$ cat config.mk
export PLATFORM = sky130hd
export DESIGN_NAME = tcp_icmp_header_drop_filter_top
export DESIGN_NICKNAME = d
export VERILOG_FILES = /design/src/rtl/core/tcpf_pkg.sv /design/src/rtl/core/tcpf_capture.sv /design/src/rtl/core/tcpf_verdict.sv /design/src/rtl/core/tcp_icmp_header_drop_filter_top.sv
export SDC_FILE = /design/constraint.sdc
export NUM_CORES = 1
export LEC_CHECK = 0
export BUFFER_PORTS_ARGS = -buffer_cell sky130_fd_sc_hd__buf_2
export CAP_MARGIN = 20
export CORE_ASPECT_RATIO = 1.2
export CORE_UTILIZATION = 39
export CTS_CLUSTER_DIAMETER = 120
export DETAILED_ROUTE_END_ITERATION = 16
export PLACE_DENSITY = 0.62
export SLEW_MARGIN = 15
export SYNTH_ARGS = -nofsm -noshare
export SYNTH_HDL_FRONTEND = slang
export SYNTH_HIERARCHICAL = 1
export SYNTH_SLANG_ARGS = --single-unit
$ cat constraint.sdc
create_clock -name aclk -period 13.7 [get_ports aclk]
set_clock_uncertainty 0.15 [all_clocks]
set_input_delay 2.055 -clock aclk [delete_from_list [all_inputs] [get_ports aclk]]
set_output_delay 2.055 -clock aclk [all_outputs]
set_load 0.05 [all_outputs]
$ cat src/rtl/core/tcpf_pkg.sv
// Shared types and constants for the TCP/ICMP header drop filter.
// No dependencies; imported by every module of the filter.
`timescale 1ns / 1ps

package tcpf_pkg;

    // Byte index within a frame, saturating at the top value
    localparam int unsigned POS_W = 6;
    localparam logic [POS_W-1:0] POS_MAX = 6'd63;

    // Byte offsets of captured header fields
    localparam logic [POS_W-1:0] OFS_ETYPE_HI  = 6'd12;
    localparam logic [POS_W-1:0] OFS_ETYPE_LO  = 6'd13;
    localparam logic [POS_W-1:0] OFS_FRAG_HI   = 6'd20;
    localparam logic [POS_W-1:0] OFS_FRAG_LO   = 6'd21;
    localparam logic [POS_W-1:0] OFS_PROTO     = 6'd23;
    localparam logic [POS_W-1:0] OFS_SRC_0     = 6'd26;
    localparam logic [POS_W-1:0] OFS_SRC_1     = 6'd27;
    localparam logic [POS_W-1:0] OFS_SRC_2     = 6'd28;
    localparam logic [POS_W-1:0] OFS_SRC_3     = 6'd29;
    localparam logic [POS_W-1:0] OFS_DST_0     = 6'd30;
    localparam logic [POS_W-1:0] OFS_DST_1     = 6'd31;
    localparam logic [POS_W-1:0] OFS_DST_2     = 6'd32;
    localparam logic [POS_W-1:0] OFS_DST_3     = 6'd33;
    localparam logic [POS_W-1:0] OFS_ICMP_TYPE = 6'd34;
    localparam logic [POS_W-1:0] OFS_ICMP_CODE = 6'd35;
    localparam logic [POS_W-1:0] OFS_TCP_DOFF  = 6'd46;
    localparam logic [POS_W-1:0] OFS_TCP_FLAGS = 6'd47;
    localparam logic [POS_W-1:0] OFS_WIN_HI    = 6'd48;
    localparam logic [POS_W-1:0] OFS_WIN_LO    = 6'd49;

    // Minimum last-byte index (length - 1) for each header to be complete
    localparam logic [POS_W-1:0] IDX_MIN_IPV4 = 6'd33;
    localparam logic [POS_W-1:0] IDX_MIN_ICMP = 6'd41;
    localparam logic [POS_W-1:0] IDX_MIN_TCP  = 6'd53;

    localparam logic [15:0] ETYPE_IPV4  = 16'h0800;
    localparam logic [7:0]  PROTO_ICMP  = 8'd1;
    localparam logic [7:0]  PROTO_TCP   = 8'd6;
    localparam logic [7:0]  ICMP_ECHO_REPLY = 8'd0;
    localparam logic [7:0]  ICMP_ECHO_REQ   = 8'd8;
    localparam logic [7:0]  ICMP_CODE_ZERO  = 8'd0;
    localparam logic [3:0]  DOFF_MIN    = 4'd5;
    localparam logic [15:0] FRAG_MASK   = 16'h3FFF;

    // TCP flag bit positions within the captured flag field
    localparam int unsigned FLAG_FIN = 0;
    localparam int unsigned FLAG_SYN = 1;
    localparam int unsigned FLAG_RST = 2;
    localparam int unsigned FLAG_PSH = 3;
    localparam int unsigned FLAG_ACK = 4;
    localparam int unsigned FLAG_URG = 5;
    localparam logic [5:0]  FLAGS_ACK_ONLY = 6'b01_0000;

    localparam int unsigned CNT_W = 32;

    // Captured header fields handed to the verdict stage
    typedef struct packed {
        logic [15:0] ether_type;
        logic [7:0]  ip_protocol;
        logic [15:0] fragment_field;
        logic        addresses_equal;
        logic [5:0]  flag_bits;
        logic [3:0]  header_words;
        logic [15:0] window_size;
        logic [7:0]  icmp_kind;
        logic [7:0]  icmp_subcode;
    } hdr_fields_t;

    // End-of-frame event from the capture stage
    typedef struct packed {
        logic             valid;
        logic [POS_W-1:0] last_idx;
    } frame_evt_t;

endpackage

$ cat src/rtl/core/tcpf_capture.sv
// Byte counter and header field capture for the drop filter.
// Depends on tcpf_pkg; feeds tcpf_verdict with captured fields and frame-end events.
`timescale 1ns / 1ps

module tcpf_capture
    import tcpf_pkg::*;
(
    input  logic        aclk,
    input  logic        aresetn,
    input  logic        s_valid,
    output logic        s_ready,
    input  logic [7:0]  s_data_byte,
    input  logic        s_last_byte,
    input  logic        evt_taken,
    output frame_evt_t  evt,
    output hdr_fields_t hdr
);

    logic [POS_W-1:0] pos_reg, pos_next;
    logic             evt_valid_reg, evt_valid_next;
    logic [POS_W-1:0] evt_idx_reg;
    logic [31:0]      src_addr_reg;
    hdr_fields_t      hdr_reg;
    logic             in_xfer;
    logic [7:0]       src_byte;

    // Input is taken whenever the pending frame-end slot is free or draining
    assign s_ready = !evt_valid_reg || evt_taken;
    assign in_xfer = s_valid && s_ready;

    // Byte position: back to zero after the final byte, saturates otherwise
    always_comb begin
        pos_next = pos_reg;
        if (in_xfer) begin
            if (s_last_byte) begin
                pos_next = '0;
            end else if (pos_reg != POS_MAX) begin
                pos_next = pos_reg + 1'b1;
            end
        end
    end

    // Frame-end event slot
    always_comb begin
        evt_valid_next = evt_valid_reg;
        if (in_xfer && s_last_byte) begin
            evt_valid_next = 1'b1;
        end else if (evt_taken) begin
            evt_valid_next = 1'b0;
        end
    end

    always_ff @(posedge aclk) begin
        if (!aresetn) begin
            pos_reg       <= '0;
            evt_valid_reg <= 1'b0;
        end else begin
            pos_reg       <= pos_next;
            evt_valid_reg <= evt_valid_next;
        end
    end

    always_ff @(posedge aclk) begin
        if (in_xfer && s_last_byte) begin
            evt_idx_reg <= pos_reg;
        end
    end

    // Source address byte matching the destination byte at this offset
    always_comb begin
        case (pos_reg)
            OFS_DST_0: src_byte = src_addr_reg[31:24];
            OFS_DST_1: src_byte = src_addr_reg[23:16];
            OFS_DST_2: src_byte = src_addr_reg[15:8];
            default:   src_byte = src_addr_reg[7:0];
        endcase
    end

    // Header field capture by byte offset
    always_ff @(posedge aclk) begin
        if (in_xfer) begin
            case (pos_reg)
                OFS_ETYPE_HI, OFS_ETYPE_LO:
                    hdr_reg.ether_type <= {hdr_reg.ether_type[7:0], s_data_byte};
                OFS_FRAG_HI, OFS_FRAG_LO:
                    hdr_reg.fragment_field <= {hdr_reg.fragment_field[7:0], s_data_byte};
                OFS_PROTO:
                    hdr_reg.ip_protocol <= s_data_byte;
                OFS_SRC_0, OFS_SRC_1, OFS_SRC_2, OFS_SRC_3:
                    src_addr_reg <= {src_addr_reg[23:0], s_data_byte};
                OFS_DST_0:
                    hdr_reg.addresses_equal <= (src_byte == s_data_byte);
                OFS_DST_1, OFS_DST_2, OFS_DST_3:
                    hdr_reg.addresses_equal <= hdr_reg.addresses_equal
                                               && (src_byte == s_data_byte);
                OFS_ICMP_TYPE:
                    hdr_reg.icmp_kind <= s_data_byte;
                OFS_ICMP_CODE:
                    hdr_reg.icmp_subcode <= s_data_byte;
                OFS_TCP_DOFF:
                    hdr_reg.header_words <= s_data_byte[7:4];
                OFS_TCP_FLAGS:
                    hdr_reg.flag_bits <= s_data_byte[5:0];
                OFS_WIN_HI, OFS_WIN_LO:
                    hdr_reg.window_size <= {hdr_reg.window_size[7:0], s_data_byte};
                default: begin
                end
            endcase
        end
    end

    assign evt.valid    = evt_valid_reg;
    assign evt.last_idx = evt_idx_reg;
    assign hdr          = hdr_reg;

endmodule

$ cat src/rtl/core/tcpf_verdict.sv
// Rule evaluation, saturating TCP frame counter and result register.
// Depends on tcpf_pkg; consumes events and fields from tcpf_capture.
`timescale 1ns / 1ps

module tcpf_verdict
    import tcpf_pkg::*;
(
    input  logic             aclk,
    input  logic             aresetn,
    input  frame_evt_t       evt,
    input  hdr_fields_t      hdr,
    output logic             evt_taken,
    output logic             m_valid,
    input  logic             m_ready,
    output logic             m_drop,
    output logic [CNT_W-1:0] m_tcp_packets
);

    logic             m_valid_reg, m_valid_next;
    logic             m_drop_reg;
    logic [CNT_W-1:0] m_tcp_packets_reg;
    logic [CNT_W-1:0] count_reg, count_next;
    logic             out_free;
    logic             ipv4_ok, tcp_full, icmp_full;
    logic             fin, syn, rst, psh, ack, urg;
    logic             tcp_bad, icmp_bad, drop_next;

    assign out_free  = !m_valid_reg || m_ready;
    assign evt_taken = evt.valid && out_free;

    // Header completeness for each protocol
    assign ipv4_ok   = (evt.last_idx >= IDX_MIN_IPV4) && (hdr.ether_type == ETYPE_IPV4);
    assign tcp_full  = ipv4_ok && (hdr.ip_protocol == PROTO_TCP)
                       && (evt.last_idx >= IDX_MIN_TCP);
    assign icmp_full = ipv4_ok && (hdr.ip_protocol == PROTO_ICMP)
                       && (evt.last_idx >= IDX_MIN_ICMP);

    assign fin = hdr.flag_bits[FLAG_FIN];
    assign syn = hdr.flag_bits[FLAG_SYN];
    assign rst = hdr.flag_bits[FLAG_RST];
    assign psh = hdr.flag_bits[FLAG_PSH];
    assign ack = hdr.flag_bits[FLAG_ACK];
    assign urg = hdr.flag_bits[FLAG_URG];

    // TCP drop rules; data offset is 4 bits so it never exceeds 15
    assign tcp_bad = (syn && !ack) || (fin && !ack) || rst || (syn && fin) || (psh && urg)
                     || (hdr.flag_bits == '0) || (hdr.header_words < DOFF_MIN)
                     || (hdr.flag_bits == FLAGS_ACK_ONLY) || (syn && ack)
                     || (hdr.window_size == '0) || hdr.addresses_equal
                     || ((hdr.fragment_field & FRAG_MASK) != '0);

    // ICMP echo request or echo reply with code zero
    assign icmp_bad = ((hdr.icmp_kind == ICMP_ECHO_REQ) || (hdr.icmp_kind == ICMP_ECHO_REPLY))
                      && (hdr.icmp_subcode == ICMP_CODE_ZERO);

    assign drop_next = (tcp_full && tcp_bad) || (icmp_full && icmp_bad);

    // Saturating count of complete TCP frames
    always_comb begin
        count_next = count_reg;
        if (tcp_full && (count_reg != '1)) begin
            count_next = count_reg + 1'b1;
        end
    end

    always_comb begin
        m_valid_next = m_valid_reg;
        if (evt_taken) begin
            m_valid_next = 1'b1;
        end else if (m_ready) begin
            m_valid_next = 1'b0;
        end
    end

    always_ff @(posedge aclk) begin
        if (!aresetn) begin
            m_valid_reg <= 1'b0;
            count_reg   <= '0;
        end else begin
            m_valid_reg <= m_valid_next;
            if (evt_taken) begin
                count_reg <= count_next;
            end
        end
    end

    // Result payload
    always_ff @(posedge aclk) begin
        if (evt_taken) begin
            m_drop_reg        <= drop_next;
            m_tcp_packets_reg <= count_next;
        end
    end

    assign m_valid       = m_valid_reg;
    assign m_drop        = m_drop_reg;
    assign m_tcp_packets = m_tcp_packets_reg;

endmodule

$ cat src/rtl/core/tcp_icmp_header_drop_filter_top.sv
// After the final byte of a frame is transferred, its end event is registered in the
// frame-end event slot; the verdict is registered once the result register is free.
// Throughput: one byte per cycle; the frame-end event slot and the result register
// let the next frame stream in while a verdict waits to be taken. Input stalls only
// when a second frame ends before the waiting verdict is taken.
// Reset (aresetn, synchronous, active low) clears the byte position, the pending
// event, the result valid and the TCP frame count; captured fields are not reset.
// Top level of the TCP/ICMP header drop filter; depends on tcpf_pkg,
// tcpf_capture and tcpf_verdict.
`timescale 1ns / 1ps

module tcp_icmp_header_drop_filter_top
    import tcpf_pkg::*;
(
    input  logic             aclk,
    input  logic             aresetn,
    input  logic             s_valid,
    output logic             s_ready,
    input  logic [7:0]       s_data_byte,
    input  logic             s_last_byte,
    output logic             m_valid,
    input  logic             m_ready,
    output logic             m_drop,
    output logic [CNT_W-1:0] m_tcp_packets
);

    frame_evt_t  evt;
    hdr_fields_t hdr;
    logic        evt_taken;

    tcpf_capture u_capture (
        .aclk        (aclk),
        .aresetn     (aresetn),
        .s_valid     (s_valid),
        .s_ready     (s_ready),
        .s_data_byte (s_data_byte),
        .s_last_byte (s_last_byte),
        .evt_taken   (evt_taken),
        .evt         (evt),
        .hdr         (hdr)
    );

    tcpf_verdict u_verdict (
        .aclk          (aclk),
        .aresetn       (aresetn),
        .evt           (evt),
        .hdr           (hdr),
        .evt_taken     (evt_taken),
        .m_valid       (m_valid),
        .m_ready       (m_ready),
        .m_drop        (m_drop),
        .m_tcp_packets (m_tcp_packets)
    );

endmodule

[Word-level counts from Yosys, hierarchy flattened]
Index checks and enable logic that the tools add are counted.
Word-level totals
  bits in registers: 192
  output and inout port bits: 35
  logic and storage cells: 120
Cells by class
  add/subtract/negate cells: 2
  order comparisons: 4
  equal/unequal tests: 27
  mux-type cells: 9
  reductions and logical operators: 61
Operators by type and width (count)
  $eq A6 B5 Y1 const B: 10
  $eq A6 B6 Y1 const B: 8
  $add A32 B1 Y32 const B: 1
  $mux W32: 1
  $ne A32 B32 Y1 const B: 1
  $pmux W8 S3: 1
  $reduce_and A2 Y1: 11
  $ge A6 B6 Y1 const B: 3
  $logic_and A1 B1 Y1: 18
  $eq A16 B12 Y1 const B: 1
  $logic_not A16 Y1: 1
  $logic_not A8 Y1: 2
  $reduce_bool A16 Y1: 1
  $logic_or A1 B1 Y1: 15
  $eq A6 B4 Y1 const B: 2
  $mux W6: 2
  $eq A8 B1 Y1 const B: 1
  $eq A8 B3 Y1 const B: 1
  $eq A8 B4 Y1 const B: 1
  $eq A8 B8 Y1: 1
  $reduce_bool A2 Y1: 4
  $add A6 B1 Y6 const B: 1
  $logic_not A6 Y1: 1
  $ne A6 B6 Y1 const B: 1
  7 further kinds: 14

[Depth between registers and ports, before layout]
  depth in word-level cells: 15
  mapped depth: 9
  mapped depth without buffers: 8

[By module]
The synthesis kept the hierarchy.
By module, submodules not included
  tcpf_capture: times used 1, cells each 264, area an instance 4645.7 um2, seq. area each 3773.6 um2
  tcpf_verdict: times used 1, cells each 380, area an instance 3673.5 um2, seq. area each 1651.6 um2

[Worst setup path before layout]
OpenSTA, ideal clock, no wires.
  path type: input to register
  start point: input port m_ready
  end point: register u_capture.src_addr_reg[0], enable pin
  library setup time: 0.502 ns
  arrival: 7.337 ns
  slack: 5.711 ns
  stages on the path: 6
  buffers on the path: 1
  path through: nand2b_1 > and2_1 > clkbuf_1 > nand2b_1 > nand2_1 > nor4_1
Between the ends
  longest elaborated chain between the ends: 5
RTL lines
  start, declared: RTL line tcp_icmp_header_drop_filter_top.sv:22  | input logic m_ready,
  $logic_or A1 B1 Y1: RTL line tcpf_verdict.sv:28  | assign out_free = !m_valid_reg || m_ready;
  $logic_and A1 B1 Y1: RTL line tcpf_verdict.sv:29  | assign evt_taken = evt.valid && out_free;
  net evt_taken: RTL line tcp_icmp_header_drop_filter_top.sv:29  | logic evt_taken;
  $logic_or A1 B1 Y1: RTL line tcpf_capture.sv:28  | assign s_ready = !evt_valid_reg || evt_taken;
  net s_ready: RTL line tcp_icmp_header_drop_filter_top.sv:18  | output logic s_ready,
  $logic_and A1 B1 Y1: RTL line tcpf_capture.sv:29  | assign in_xfer = s_valid && s_ready;
  $reduce_and A2 Y1 (no source line)
  end signal, assigned: RTL line tcpf_capture.sv:90  | src_addr_reg <= {src_addr_reg[23:0], s_data_byte};
  end, declared: RTL line tcpf_capture.sv:22  | logic [31:0] src_addr_reg;
The timed path passes the listed nets, and every way through them passes these cells.
A chain may end at the register's enable or synchronous reset.

[Final worst setup path]
  start point: input port m_ready
  end point: output port s_ready
Between the ends
  longest elaborated chain between the ends: 3
RTL lines (RTL line)
  $logic_or A1 B1 Y1: tcpf_verdict.sv:28
  $logic_and A1 B1 Y1: tcpf_verdict.sv:29
  net evt_taken: tcp_icmp_header_drop_filter_top.sv:29
  $logic_or A1 B1 Y1: tcpf_capture.sv:28
  end, declared: tcp_icmp_header_drop_filter_top.sv:18
The timed path passes the listed nets, and every way through them passes these cells.

==> metrics.txt <==
chip width=around 130 microns; post-route ant nets=0; Max Root-Sink Buffers=2; fin area=slightly above 9000 sq um; Critical Path RT=~11 ns; RSZ-0062 raised after global routing=false; Max Fanout on Critical Path=38; worst path bufs/invs=2; via count=roughly 5400; final setup fails=0; RD Place Congestion=~0.84; crit path cell chain=buf_2, nand2b_1, and2_2, nand2b_1, buf_2; # port buffers=47; Slew @ Worst Pin=1.038 ns; Flop pwr share=0.547; status=finished clean; CP endpoint kind=output pin; most frequent cells in the layout=edfxtp_1, buf_2, nand2_1; Rel. slew slack=0.3015; clk sinks=between 150 and 200; dpl cells=~900; pin count of the biggest net entering global routing=slightly below 50; total wire length=17140 microns; reg2reg end=u_capture/hdr[78]; post-route insts no fill=about 950; CP Launch Type=input pin; Setup CP Type=in2out; first-pass GRT wire length=between 20000 and 30000 microns; post-route DRC violation count=0; Cell Rows=57; register area=5335 sq um; Ys Warns=6; Placement Cell Area=roughly 8700 sq um; Mapped Cells=641; n_diodes=0; CP max-delay cell=and2_2; Sw Share=0.2244; NetSw=between 200 and 300 uW; clock-pin transition on the worst setup and hold timing paths=0.07 ns; Multi-input gate area=approximately 2700 sq um; Vias/cell=around 5.7; Fmax=~170 MHz; global-route usage over all layers=0.1657; Tmin final=5.792 ns; Hold Path Origin=u_capture/src_addr_reg[21]; Internal Power=about 890 uW; GRT overflow=0; WP data arrival=between 3 and 4 ns; Clk pwr share=0.410; Fillers=around 1800; Hold Crit Depth=0; max reg flops=80; Power Total=approximately 1.2 mW; Final #Nets=693; initial core utilization=0.4020; final count of pins violating max slew=0; # resized after CTS=0; most common cell after layout, fill and taps aside=edfxtp_1; CTS root buf=clkbuf_16; reg2reg setup slack=~10 ns; CTS H-tree lvls=4; Leakage=~2.8 nW; antenna violations before repair=0; IO Pins=48; Synth Cell Area=8229 sq um; min-delay worst type=reg2reg; Final period util=0.4228; Synth Area per Inst=around 13 sq um; setup bufs post-CTS=0; core area=20470 sq um; CTS Buf Count=17; VDD IR max=about 0.086 mV; maxcap violations=0; CTS tree=done; Routed wire per std cell=around 18 microns; R2R depth=6; Worst-Skew Late Latency=about 0.42 ns; Setup TNS Final=0 ns; RR Startpoint=u_verdict/m_valid; CP max stage delay=0.73 ns; DR iter-0 viols=approximately 400; cell count along the critical path=5; drt first pass iters=5; post-DP HPWL=between 10000 and 15000 microns; area of the die=approximately 22000 sq um; Worst Setup EP=s_ready; Synth Net Count=~660; Hold WS=between 0.2 and 0.3 ns; Comb power frac=0.043; layout cell share with drive strength beyond 1=0.1599; die height=approximately 160 microns; area delta synth->final=12.77%; vias in the first global route=5393; CP top delay family=simple AND/OR/NAND/NOR gates; cts-stage hold buffer count=0; cell area power density=approximately 120 nW/um^2; Fin. Hold Viols=0; CP startpoint=m_ready
cell type report:
class | count | area share
Timing Repair Buffer | 53 | 0.03020
Tap cell | 265 | 0.03573
Inverter | 13 | 0.005258
Sequential cell | 191 | 0.5749
Clock buffer | 20 | 0.05150
Multi-Input combinational cell | 399 | 0.2915
Clock inverter | 12 | 0.01092
per-layer routing:
| layer | wire length, microns | GRT usage |
|---|---|---|
| met1 | 7184 | 0.1973 |
| met2 | 8811 | 0.2911 |
| met3 | 776 | 0.03107 |
| met4 | 369 | 0.07099 |
| met5 | 0 | 0 |
stage by stage:
stage	worst slack, ns	util
finish	7.908	0.4534
detailed placement	7.845	0.4247
global route	7.725	0.4534
global placement	7.895	0.4247
floorplan	5.711	-
CTS	7.842	0.4530
power by group through the flow:
| stage | Clock, mW | Combinational (mW) | Sequential [mW] |
|---|---|---|---|
| floorplan | 0 | 0.0123 | 0.665 |
| global placement | 0 | 0.0494 | 0.644 |
| detailed placement | 0 | 0.0505 | 0.644 |
| CTS | 0.484 | 0.0506 | 0.631 |
| global route | 0.506 | 0.0530 | 0.631 |
| finish | 0.473 | 0.0498 | 0.631 |
worst reg2reg max path, stage by stage (launching register included):
cell and delay [ns]:
dfxtp_1 0.31, nand2b_1 0.09, and2_2 0.73, nand2b_1 0.31
nand2_1 0.18, or4_1 0.59, nor3b_4 0.68
worst min-delay path by stage:
stage	to	slack, ns
2_1_floorplan	u_capture/evt_idx_reg[5]	0.27
3_3_place_gp	u_capture/src_addr_reg[29]	0.28
3_5_place_dp	u_capture/hdr[78]	0.29
4_1_cts	u_capture/hdr[28]	0.30
5_1_grt	u_capture/src_addr_reg[23]	0.31
6_report	u_capture/src_addr_reg[29]	0.30
Note: power is estimated with default switching activity, not from simulation.
